File: config.mk
export PLATFORM = sky130hd
export DESIGN_NAME = qn_step
export DESIGN_NICKNAME = d
export VERILOG_FILES = /design/src/qn_pkg.sv /design/src/qn_step.sv
export SDC_FILE = /design/constraint.sdc
export NUM_CORES = 2
export LEC_CHECK = 0
export BUFFER_PORTS_ARGS = -buffer_cell sky130_fd_sc_hd__buf_2
export CAP_MARGIN = 25
export CELL_PAD_IN_SITES_DETAIL_PLACEMENT = 1
export CELL_PAD_IN_SITES_GLOBAL_PLACEMENT = 1
export CORE_AREA = 5 5 721 723
export DETAILED_ROUTE_END_ITERATION = 6
export DIE_AREA = 0 0 726 728
export PLACE_DENSITY_LB_ADDON = 0.1
export REMOVE_ABC_BUFFERS = 1
export SLEW_MARGIN = 20
export SYNTH_ARGS = -nofsm -noshare
export SYNTH_HDL_FRONTEND = slang
export SYNTH_SLANG_ARGS = --single-unit
export TNS_END_PERCENT = 5
File: constraint.sdc
create_clock -name clk -period 28.5 [get_ports clk]
set_input_delay 2.85 -clock clk [delete_from_list [all_inputs] [get_ports clk]]
set_output_delay 2.85 -clock clk [all_outputs]
set_load 0.02 [all_outputs]
File: src/qn_pkg.sv
// Shared constants and pipeline payload types for the quaternion normalize unit.
// Used by every module in src; depends on nothing.
package qn_pkg;
	localparam int FRAC_BITS = 14;
	localparam int QB = (FRAC_BITS + 1 < 15) ? FRAC_BITS + 1 : 15;
	localparam int W = 2 * FRAC_BITS + 38;
	localparam int NS = QB + 3;

	typedef struct packed {
		logic [W-1:0]  e;
		logic [W-1:0]  f;
		logic [W-1:0]  r;
		logic [QB-1:0] q;
	} lane_t;

	typedef struct packed {
		logic [W-1:0]    s;
		lane_t [3:0]     lane;
		logic [3:0]      neg;
		logic            zero;
	} item_t;
endpackage

File: src/qn_step.sv
// One bit of the rounded-quotient search for all four components.
// Depends on qn_pkg.
module qn_step (
	input  logic            clk,
	input  logic            en,
	input  logic [4:0]      bit_idx,
	input  qn_pkg::item_t   d,
	output qn_pkg::item_t   q_o
);
	qn_pkg::item_t nx;
	logic [qn_pkg::W-1:0] cand [4];
	logic [6:0] sh1;
	logic [6:0] sh2;
	logic [6:0] sh4;

	// The candidate error term (2q-1)^2 * s is updated by shifts and adds only.
	always_comb begin
		nx = d;
		sh1 = 7'(bit_idx) + 7'd1;
		sh2 = 7'(bit_idx) + 7'd2;
		sh4 = 7'(bit_idx) + 7'(bit_idx) + 7'd2;
		for (int i = 0; i < 4; i++) begin
			cand[i] = d.lane[i].e + (d.lane[i].f << sh2) + (d.s << sh4);
			if (cand[i] <= d.lane[i].r) begin
				nx.lane[i].e = cand[i];
				nx.lane[i].f = d.lane[i].f + (d.s << sh1);
				nx.lane[i].q = d.lane[i].q | (qn_pkg::QB'(1) << bit_idx);
			end
		end
	end

	always_ff @(posedge clk) begin
		if (en) begin
			q_o <= nx;
		end
	end
endmodule

## After elaboration in Yosys (flattened, before gate mapping)

Index checks and enable logic that the tools add are counted.

- $add $sub $neg: 16
- Magnitude comparators: 4
- Shift operators: 7
- Muxes and demuxes: 8
- Bitwise operators: 4

Operators with widths:

| operator | count |
|---|---|
| adder 66 bit | 12 |
| two-way mux 132 bit | 4 |
| << shifter 66 x 6 -> 66 bit | 5 |
| <= comparator 66 bit | 4 |
| << shifter 66 x 7 -> 66 bit | 1 |
| two-way mux 15 bit | 4 |
| bitwise OR 15 bit | 4 |
| << shifter 1 x 5 -> 15 bit, first input constant | 1 |
| adder 6 x 2 -> 7 bit, second input constant | 1 |
| adder 5 x 1 -> 6 bit, second input constant | 1 |
| adder 5 x 2 -> 6 bit, second input constant | 1 |
| adder 5 x 5 -> 6 bit | 1 |

- Bits in registers: 923
- Output and inout port bits: 923

## Logic depth before layout (Yosys ltp)

- Depth after elaboration: 6
- Depth in mapped cells: 52
- Gate-level depth less buffers: 37

## Worst setup path before layout

Ideal clock, no wire load.

- Path type: input port to flip-flop
- Start point: input bit_idx[0]
- End point: register q_o[162] in the netlist's numbering, data pin
- Data arrival time: 12836 ps
- Required time: 28240 ps
- Path slack: 15404 ps
- Stages on the path: 44
- Path through: buf_2 buf_4 inv_1 buf_2 clkbuf_1 buf_1 buf_2 buf_1 ha_1 buf_2 buf_2 clkbuf_1 buf_2 buf_1 buf_2 o211ai_1 o21a_1 a21oi_1 (+8 left out) o21ai_1 a31oi_1 o21a_1 o2111ai_1 a31oi_1 xor2_1 ha_1 nand2_1 or3_1 nor2_1 inv_1 nor4_1 a21boi_0 nor3_1 a21oi_1 clkbuf_1 buf_2 mux2_2

RTL lines:

| item | line | source |
|---|---|---|
| start, declared | qn_step.sv:6 | `input logic [4:0] bit_idx,` |
| end signal, assigned | qn_step.sv:34 | `q_o <= nx;` |
| end, declared | qn_step.sv:8 | `output qn_pkg::item_t q_o` |

==> flow_summary.ini <==
[worst_setup_path]
cp.required_ns = 29.12
crit_fanout = 64
crit_slowest_cell = ha_4
cpMostUsedCell = buf_4
crit_path_end_kind = register
cpPeakStageDelay_ns = 0.87
cp.arrival_ns = 17.54
cp-start-kind = input pin
critPathKind = in -> reg

[global_route]
grt_max_degree = 144
antenna_found_initial = 217
grt_overflow = 0
grt_pass1_wl_um = 989000
grt_util_all_layers = 0.275
grt_pass1_vias = 100000

[floorplanning]
num_rows = 263
ioPinCount = 1853
die_x_um = 726
coreArea_mm2 = 0.512
start_util = 0.193
die_h_um = 728
design.die.area_mm2 = 0.529

[finish]
drive_gt1_frac = 0.218
largest_reg_flops = 923
area_delta_synth_final_pct = 22.9
fin_cells = 20000
finalNetCount = 15100
top_regs = q_o: 923 flops
fin_util = 0.237
final_area_mm2 = 0.121
top_register = q_o

[sta]
post-route-period-util = 0.594
maxSlewHeadroom = 0.158
rsz0062_at_grt = no
drv_slew = 0
setup_tns_ns = 0
clock.fmax_mhz = 59.1
setup_viol = 0
hold_viol_final = 0
post-route-min-period_ns = 16.93
worst_slack_ns = 11.57
worstMarginPinSlew_ns = 1.25

[drt]
first_iter_violations = 9006
dr.pass1.iters = 5
antenna_left = 0
wl_um = 762000
wl_per_cell_um = 38.0
drc_errors = 0
vias = 100000
drt-vias-per-instance = 5.02

[logic_synthesis]
seq_area_frac_synth = 0.281
post-synth-top-count-cell = nand2_1
synth.distinct_cells = 98
netlist_area_mm2 = 0.0988
syn_inst = 11500
yosys-top-cells-area = edfxtp_1, ha_1, nand2_1
yosys.area.top_type_share = 0.281
yosysTopAreaCell = edfxtp_1
synth-seq-cells = 923
synthArstFlopShare = 0
ys_top_cells_by_count = nand2_1, nor2_1, a21oi_1
synth_edf_count = 923
synth-main-ff-cell = edfxtp_1
synth.avg_cell_area_um2 = 8.61
ys_warn_count = 0

[cts]
clkTransAtPathRegs_ns = 0.06
cts-root-buf = clkbuf_16
hold_buffers = 0
cts_tree = built
ctsResizeCount = 0
clk_path_buf_depth = 4
htree_levels = 4
clkSinkCount = 923
postCtsSetupRepairBufs = 0
numCtsBuffers = 145

[place]
dpl_worst_slack_ns = 10.75
place_inst = 19700
dpl-instance-area_mm2 = 0.116
numPortBuffers = 1852
dpl.hpwl_um = 657000
place.gp.congestion = 0.933

[power_and_ir_drop]
ir_drop_mv = 0.122
leakagePower_nw = 54.1
cellPowerDensity_mw_per_mm2 = 121

[min_path]
hp-class = in -> reg
hold_depth = 1

[status]
run_status = complete, no violations

[job]
maxCapViolations = 0
## final timing paths
path | startpoint | end | slack [ns]
worst max-delay path | bit_idx[0] | q_o[151] | 11.57
worst min-delay path | d[1] | q_o[1] | 2.10
## cell families after synthesis
logic type                 share of synthesized area
DFF                                            0.281
AOI/OAI and AO/OA                              0.207
xor gates and xnor gates                      0.0447
buffers and inverters                         0.0544
adders and majority gates                      0.154
and+or+nand+nor                                0.156
muxes                                          0.103
## per-layer routing
metal,GRT usage,share of wire,vias up
li1,-,-,44800
met1,0.373,0.45,51400
met2,0.437,0.45,3410
met3,0.0487,0.057,746
met4,0.104,0.043,66
met5,0,0.00051,-
## layout by cell type, fill, tap and decap left out, types with 248 or more instances in the layout
cell type / netlist / layout
mux2i_1: 314 / 313
fa_1: 268 / 268
edfxtp_1: 923 / 923
nand2_1: 1537 / 1536
a21oi_1: 997 / 988
buf_4: 10 / 248
a21o_1: 509 / 509
buf_2: 98 / 1851
o21ai_0: 858 / 843
ha_1: 786 / 784
inv_1: 731 / 726
nor2_1: 1120 / 1097
xnor2_1: 282 / 277
## report_power, final
part	switching, mW	total [mW]	internal [mW]
registers	0.168	2.56	2.39
clock network	0.794	1.89	1.10
logic	7.16	10.2	3.08
## per-stage QoR
step | total power [mW] | hold slack (ns)
2_1_floorplan | 8.62 | 2.95
5_1_grt | 15.6 | 2.06
3_3_place_gp | 12.8 | 3.03
4_1_cts | 14.8 | 2.01
6_report | 14.7 | 2.10
3_5_place_dp | 12.8 | 3.03
## layout make-up
type,instances,area (µm²)
Tap cell,6757,8450
Clock inverter,80,900
Fill cell,60600,391000
Multi-Input combinational cell,9164,66300
Clock buffer,173,3820
Timing Repair Buffer,2108,11300
Sequential cell,923,27700
Inverter,733,2770
Antenna cell,79,198
## worst max-delay path: cells and delay by family
| kind | cells | cell delay, ns |
|---|---|---|
| buffers and inverters | 11 | 4.73 |
| AOI/OAI and AO/OA | 10 | 3.72 |
| and+or+nand+nor | 14 | 3.21 |
| adders and majority gates | 4 | 1.82 |
| muxes | 2 | 0.63 |
| xor gates and xnor gates | 1 | 0.09 |
No activity file was read; power rests on OpenSTA's default activity.
