===== src/qn_pkg.sv =====
// Shared constants and pipeline payload types for the quaternion normalize unit.
// Used by every module in src; depends on nothing.
package qn_pkg;
	localparam int FRAC_BITS = 14;
	localparam int QB = (FRAC_BITS + 1 < 15) ? FRAC_BITS + 1 : 15;
	localparam int W = 2 * FRAC_BITS + 38;
	localparam int NS = QB + 3;

	typedef struct packed {
		logic [W-1:0]  e;
		logic [W-1:0]  f;
		logic [W-1:0]  r;
		logic [QB-1:0] q;
	} lane_t;

	typedef struct packed {
		logic [W-1:0]    s;
		lane_t [3:0]     lane;
		logic [3:0]      neg;
		logic            zero;
	} item_t;
endpackage


===== src/qn_sumsq.sv =====
// Front end: absolute values and squares, then the sum of squares and search setup.
// Depends on qn_pkg.
module qn_sumsq (
	input  logic                clk,
	input  logic                en1,
	input  logic                en2,
	input  logic [3:0][15:0]    comp,
	output qn_pkg::item_t       item_s2
);
	logic [3:0][31:0] sq_s1;
	logic [3:0]       neg_s1;
	logic [3:0][15:0] mag;
	logic [33:0]      sum;

	always_comb begin
		for (int i = 0; i < 4; i++) begin
			mag[i] = comp[i][15] ? 16'(-comp[i]) : comp[i];
		end
	end

	always_ff @(posedge clk) begin
		if (en1) begin
			for (int i = 0; i < 4; i++) begin
				sq_s1[i] <= 32'(mag[i]) * 32'(mag[i]);
				neg_s1[i] <= comp[i][15];
			end
		end
	end

	assign sum = 34'(sq_s1[0]) + 34'(sq_s1[1]) + 34'(sq_s1[2]) + 34'(sq_s1[3]);

	always_ff @(posedge clk) begin
		if (en2) begin
			item_s2.s <= qn_pkg::W'(sum);
			item_s2.neg <= neg_s1;
			item_s2.zero <= (sum == '0);
			for (int i = 0; i < 4; i++) begin
				item_s2.lane[i].e <= qn_pkg::W'(sum);
				item_s2.lane[i].f <= qn_pkg::W'(-qn_pkg::W'(sum));
				item_s2.lane[i].r <= qn_pkg::W'(sq_s1[i]) << (2 * qn_pkg::FRAC_BITS + 2);
				item_s2.lane[i].q <= '0;
			end
		end
	end
endmodule


===== config.mk =====
export PLATFORM = sky130hd
export DESIGN_NAME = qn_sumsq
export DESIGN_NICKNAME = d
export VERILOG_FILES = /design/src/qn_pkg.sv /design/src/qn_sumsq.sv
export SDC_FILE = /design/constraint.sdc
export NUM_CORES = 2
export LEC_CHECK = 0
export BUFFER_PORTS_ARGS = -buffer_cell sky130_fd_sc_hd__buf_2
export CORE_AREA = 2 2 388 390
export CTS_BUF_LIST = sky130_fd_sc_hd__clkbuf_16
export CTS_CLUSTER_DIAMETER = 100
export CTS_CLUSTER_SIZE = 28
export DETAILED_ROUTE_END_ITERATION = 10
export DIE_AREA = 0 0 390 392
export SYNTH_ARGS = -nofsm -noshare
export SYNTH_HDL_FRONTEND = slang
export SYNTH_SLANG_ARGS = --single-unit

===== constraint.sdc =====
create_clock -name clk -period 12.92 [get_ports clk]
set_input_delay 3.23 -clock clk [delete_from_list [all_inputs] [get_ports clk]]
set_output_delay 3.23 -clock clk [all_outputs]
set_load 0.03 [all_outputs]

Word-level counts from Yosys, hierarchy flattened
Cells that the tools add are included.
Cells by class
  $add $sub $neg: 8
  multiply operators: 4
  multiplexer cells: 4
  reduce and logical (&&, ||, !) cells: 1
Operator list (count)
  multiplier 16 x 16 -> 32 bit: 4
  negator 34 -> 66 bit: 1
  two-way mux 16 bit: 4
  negator 16 bit: 4
  adder 33 x 32 -> 34 bit: 1
  adder 34 x 32 -> 34 bit: 1
  logical NOT 34 bit: 1
  adder 32 x 32 -> 33 bit: 1
Word-level totals
  bits in registers: 365
  input port bits: 67
  output and inout bits: 923
  logic and storage cells: 30

Logic depth before layout (Yosys ltp)
  depth after elaboration: 4
  gate-level depth with buffers: 32
  gate-level depth less buffers: 31

Worst setup path before layout
Ideal clock, no wire load.
  path kind: input to register
  start: input comp[7] (netlist name)
  end: register sq_s1[30] (netlist name), data pin
  setup time: 0.258 ns
  data arrival time: 10.755 ns
  data required time: 12.662 ns
  setup slack: 1.908 ns
  stages: 25
  buffers on the path: 1
  cells stage by stage: or4_1 -> nor4_1 -> nand2b_1 -> or2_2 -> o31ai_1 -> xor2_1 -> clkbuf_1 -> nor2_1 -> fa_1 -> fa_1 -> fa_1 -> fa_1 -> fa_1 -> inv_1 -> fa_1 -> inv_1 -> ha_1 -> nor2b_1 -> or4b_2 -> a211oi_1 -> o311a_1 -> o21ai_0 -> a41o_1 -> a21oi_1 -> xnor2_1
Between the ends
  word-level cells in the longest chain between the ends: 3
Ends and longest elaborated chain
  from (decl): RTL line qn_sumsq.sv:7  | input logic [3:0][15:0] comp,
  negator 16 bit: RTL line qn_sumsq.sv:17  | mag[i] = comp[i][15] ? 16'(-comp[i]) : comp[i];
  two-way mux 16 bit (*): RTL line qn_sumsq.sv:17
  multiplier 16 x 16 -> 32 bit (*): RTL line qn_sumsq.sv:24  | sq_s1[i] <= 32'(mag[i]) * 32'(mag[i]);
  to (signal, indexed assignment): RTL line qn_sumsq.sv:24
  to (decl): RTL line qn_sumsq.sv:10  | logic [3:0][31:0] sq_s1;
Mark *: on every way between the ends. The rest lies on a longest branch, timed or not.
A chain may end at the register's enable or synchronous reset.

Worst setup path after layout
  start: input comp[16] (netlist name)
  end: register sq_s1[63] (netlist name), data pin
Same word-level chain as after synthesis.

==> key figures <==
Global route
  – Total GRT Usage: 22.0%
  – GRT overflow: 0
  – Initial antenna violation count: 33
  – Largest net degree at the start of global routing: 105
  – First-pass GRT wire length: 238 mm
  – Number of global-route vias before repair: 33490

Floorplan
  – Die X: ~400 um
  – I/O pins: 990
  – Core region area: 149000 um2
  – Row count: 142
  – Starting Density: approximately 33%
  – Die area: 153000 um2
  – Die Height: 392 um

Setup path
  – Setup crit end kind: flip-flop
  – Critical path peak fanout: 17
  – CP dominant cell by count: fa_1
  – Cell family with most CP delay: adder cells
  – Crit path max-delay cell type: fa_1
  – WP buf/inv: 6
  – Crit path required time: 13.29 ns
  – Peak per-stage delay on the critical path: 0.54 ns
  – Startpoint Class: input pin
  – Crit path DAT: 11.64 ns
  – Crit Path Class: in2reg

Final layout
  – Ratio of cells with drive above 1 in the final layout: 15.1%
  – Nets@finish: 6410
  – Reg area: around 11000 um2
  – Final core occ: 34.8%
  – Most frequent cells in the layout: inv_1 (938), fa_1 (716), buf_2 (627)
  – Area occupied by multi-input gates: about 30000 um2
  – Fill count: 15052
  – Synth-to-layout area growth: 6.35%
  – Commonest non-fill, non-tap cell in the layout: inv_1
  – Non-filler cells in the finished layout: 7188

Logic synthesis
  – Top cells by area, synth: fa_1 (29%), edfxtp_1 (22%), ha_1 (11%)
  – Synth unique cells: 88
  – Post-synth EDFFs: 356
  – Syn. warnings: 0
  – Top_reg_cell synth: edfxtp_1
  – Async SR Flop Fraction: 0%
  – Mapped Area: just under 50000 um2
  – FF+latch count, synth: approximately 360
  – Synthesized area per cell: 10.1 um2
  – Synth area leader: fa_1
  – Top cell type's share of synthesized area: 29.4%
  – Seq/Total Area, Yosys: 21.9%
  – Syn Inst Count: 4836

Timing
  – Clock skew: 0.0314 ns
  – Max-slew violation count: 0
  – Least-Margin Pin Slew: 1.06 ns
  – Final setup viols: 0
  – RSZ-0062 raised after global routing: false
  – Final Hold Viols: 0
  – Max-slew headroom: 29.6%
  – Tcrit/Tclk final: 87.3%
  – Fmax: between 80 and 90 MHz
  – Period minus WS final: 11.27 ns
  – Setup tns final: 0 ns

Clocking
  – Clock-pin transition on the worst setup and hold timing paths: 0.09 ns
  – Num Clock Sinks: between 300 and 400
  – Clock Path Buffers: 3
  – H-tree depth: 1
  – Post-CTS Hold Buffers: 0
  – Clk Tree Root Cell: clkbuf_16
  – Worst skew pair latency: 0.64 ns
  – # resized after CTS: 0
  – Post-CTS setup buffer count: 0
  – CTS tree: done
  – CTS Buf Count: 23

Routing
  – Drt via density: 4.69
  – Iter 0 DRT Violations: 2304
  – Post-route DRC: 0
  – Pre-antenna DRT Iters: 6
  – Post-route ant nets: 2
  – Routed length per instance: 23.6 um
  – Routed wire length: roughly 170 mm
  – Via count: 33727

Placement
  – Dpl cells: a little over 7000
  – Port buffer count: 629
  – Last weighted congestion value of the routability-driven placer: 0.975
  – Dpl hpwl: 146 mm

Run
  – Max Cap Viol: 0

Min path
  – Hold Crit Class: reg2reg

Status
  – Failing checks: antenna violations
  – Run status: finished with violations
-- worst register-to-register path: stages, from the launching register on --
cell	delay, ns
edfxtp_1	0.71
fa_1	0.65
ha_1	0.15
ha_1	0.30
inv_1	0.10
fa_1	0.70
inv_2	0.06
nor3_1	0.57
nand2b_1	0.16
or3_1	0.48
or4_1	0.54
a21oi_1	0.42
nand4bb_1	0.15
or4_4	0.56
or4_1	0.46
-- synthesized netlist by cell type, drive strengths merged (6+ instances only) --
cell and instances:
o21a 29, a21o 61, buf 699, a31oi 13
or4 50, or3 14, clkbuf 69, fa 716
a21boi 7, nor2b 14, o21ai 74, nand2 322
and3 14, nand2b 23, o31ai 20, o21bai 19
ha 422, nor2 336, a2111oi 7, nand4b 7
a211oi 10, o31a 7, nand4 12, xnor2 155
o41ai 10, and2 11, xor2 81, nor4 13
edfxtp 356, inv 942, clkinv 25, or2 6
nor3 49, nand3 28, a21oi 140, o211ai 7
o311ai 6
-- registers in the layout, indices dropped and copies added, names as in the netlist --
signal / cells
item_s2: 228
sq_s1: 124
neg_s1: 4
-- cells by family after synthesis --
family          after synthesis  share of synthesized area (%)
simple gates                915                           8.57
mux                           5                          0.110
buf+inv                    1735                           18.7
xor+xnor                    236                           4.24
other cells                   2                         0.0154
compound gates              449                           6.17
flops                       356                           21.9
fa+ha+maj                  1138                           40.2
-- final cells by class --
type | instances | share of cell area (%)
well taps | 1944 | 4.69
clock buffers | 23 | 1.11
clock inverters | 15 | 0.461
flip-flops and latches | 356 | 20.6
diodes | 26 | 0.125
repair buffers | 707 | 7.23
multi-input cells | 3150 | 58.8
inverters | 967 | 7.00
-- metal layers --
metal | track usage [%] | up-vias | part of all wire [%]
met5 | 0 | - | 0.034
met3 | 6.12 | 256 | 9.6
met2 | 33.3 | 1452 | 44
met4 | 14.7 | 10 | 7.7
li1 | - | 14973 | -
met1 | 27.3 | 17036 | 39
-- through the flow --
stage          setup slack [ns]  hold slack, ns  cell area [um2]
2_1_floorplan              1.91           0.400            50300
3_3_place_gp               1.20           0.405            51000
3_5_place_dp               1.08           0.407            51000
4_1_cts                    1.72           0.430            51800
5_1_grt                    1.13           0.446            51800
6_report                   1.65           0.430            51900
-- final timing paths --
check	slack (ns)	end	cells after the start	from
worst min-delay path	0.43	item_s2[4]$_DFFE_PP_	0	neg_s1[3]$_DFFE_PP_
worst min register to register	0.43	item_s2[4]$_DFFE_PP_	0	neg_s1[3]$_DFFE_PP_
worst max-delay path	1.65	sq_s1[63]$_DFFE_PP_	28	comp[16]
worst max register to register	6.66	item_s2[342]$_DFFE_PP_	14	sq_s1[32]$_DFFE_PP_
Power is left out: the tool's default activity adds up to more than one toggle a clock period on the data nets, which glitch-free logic cannot reach.
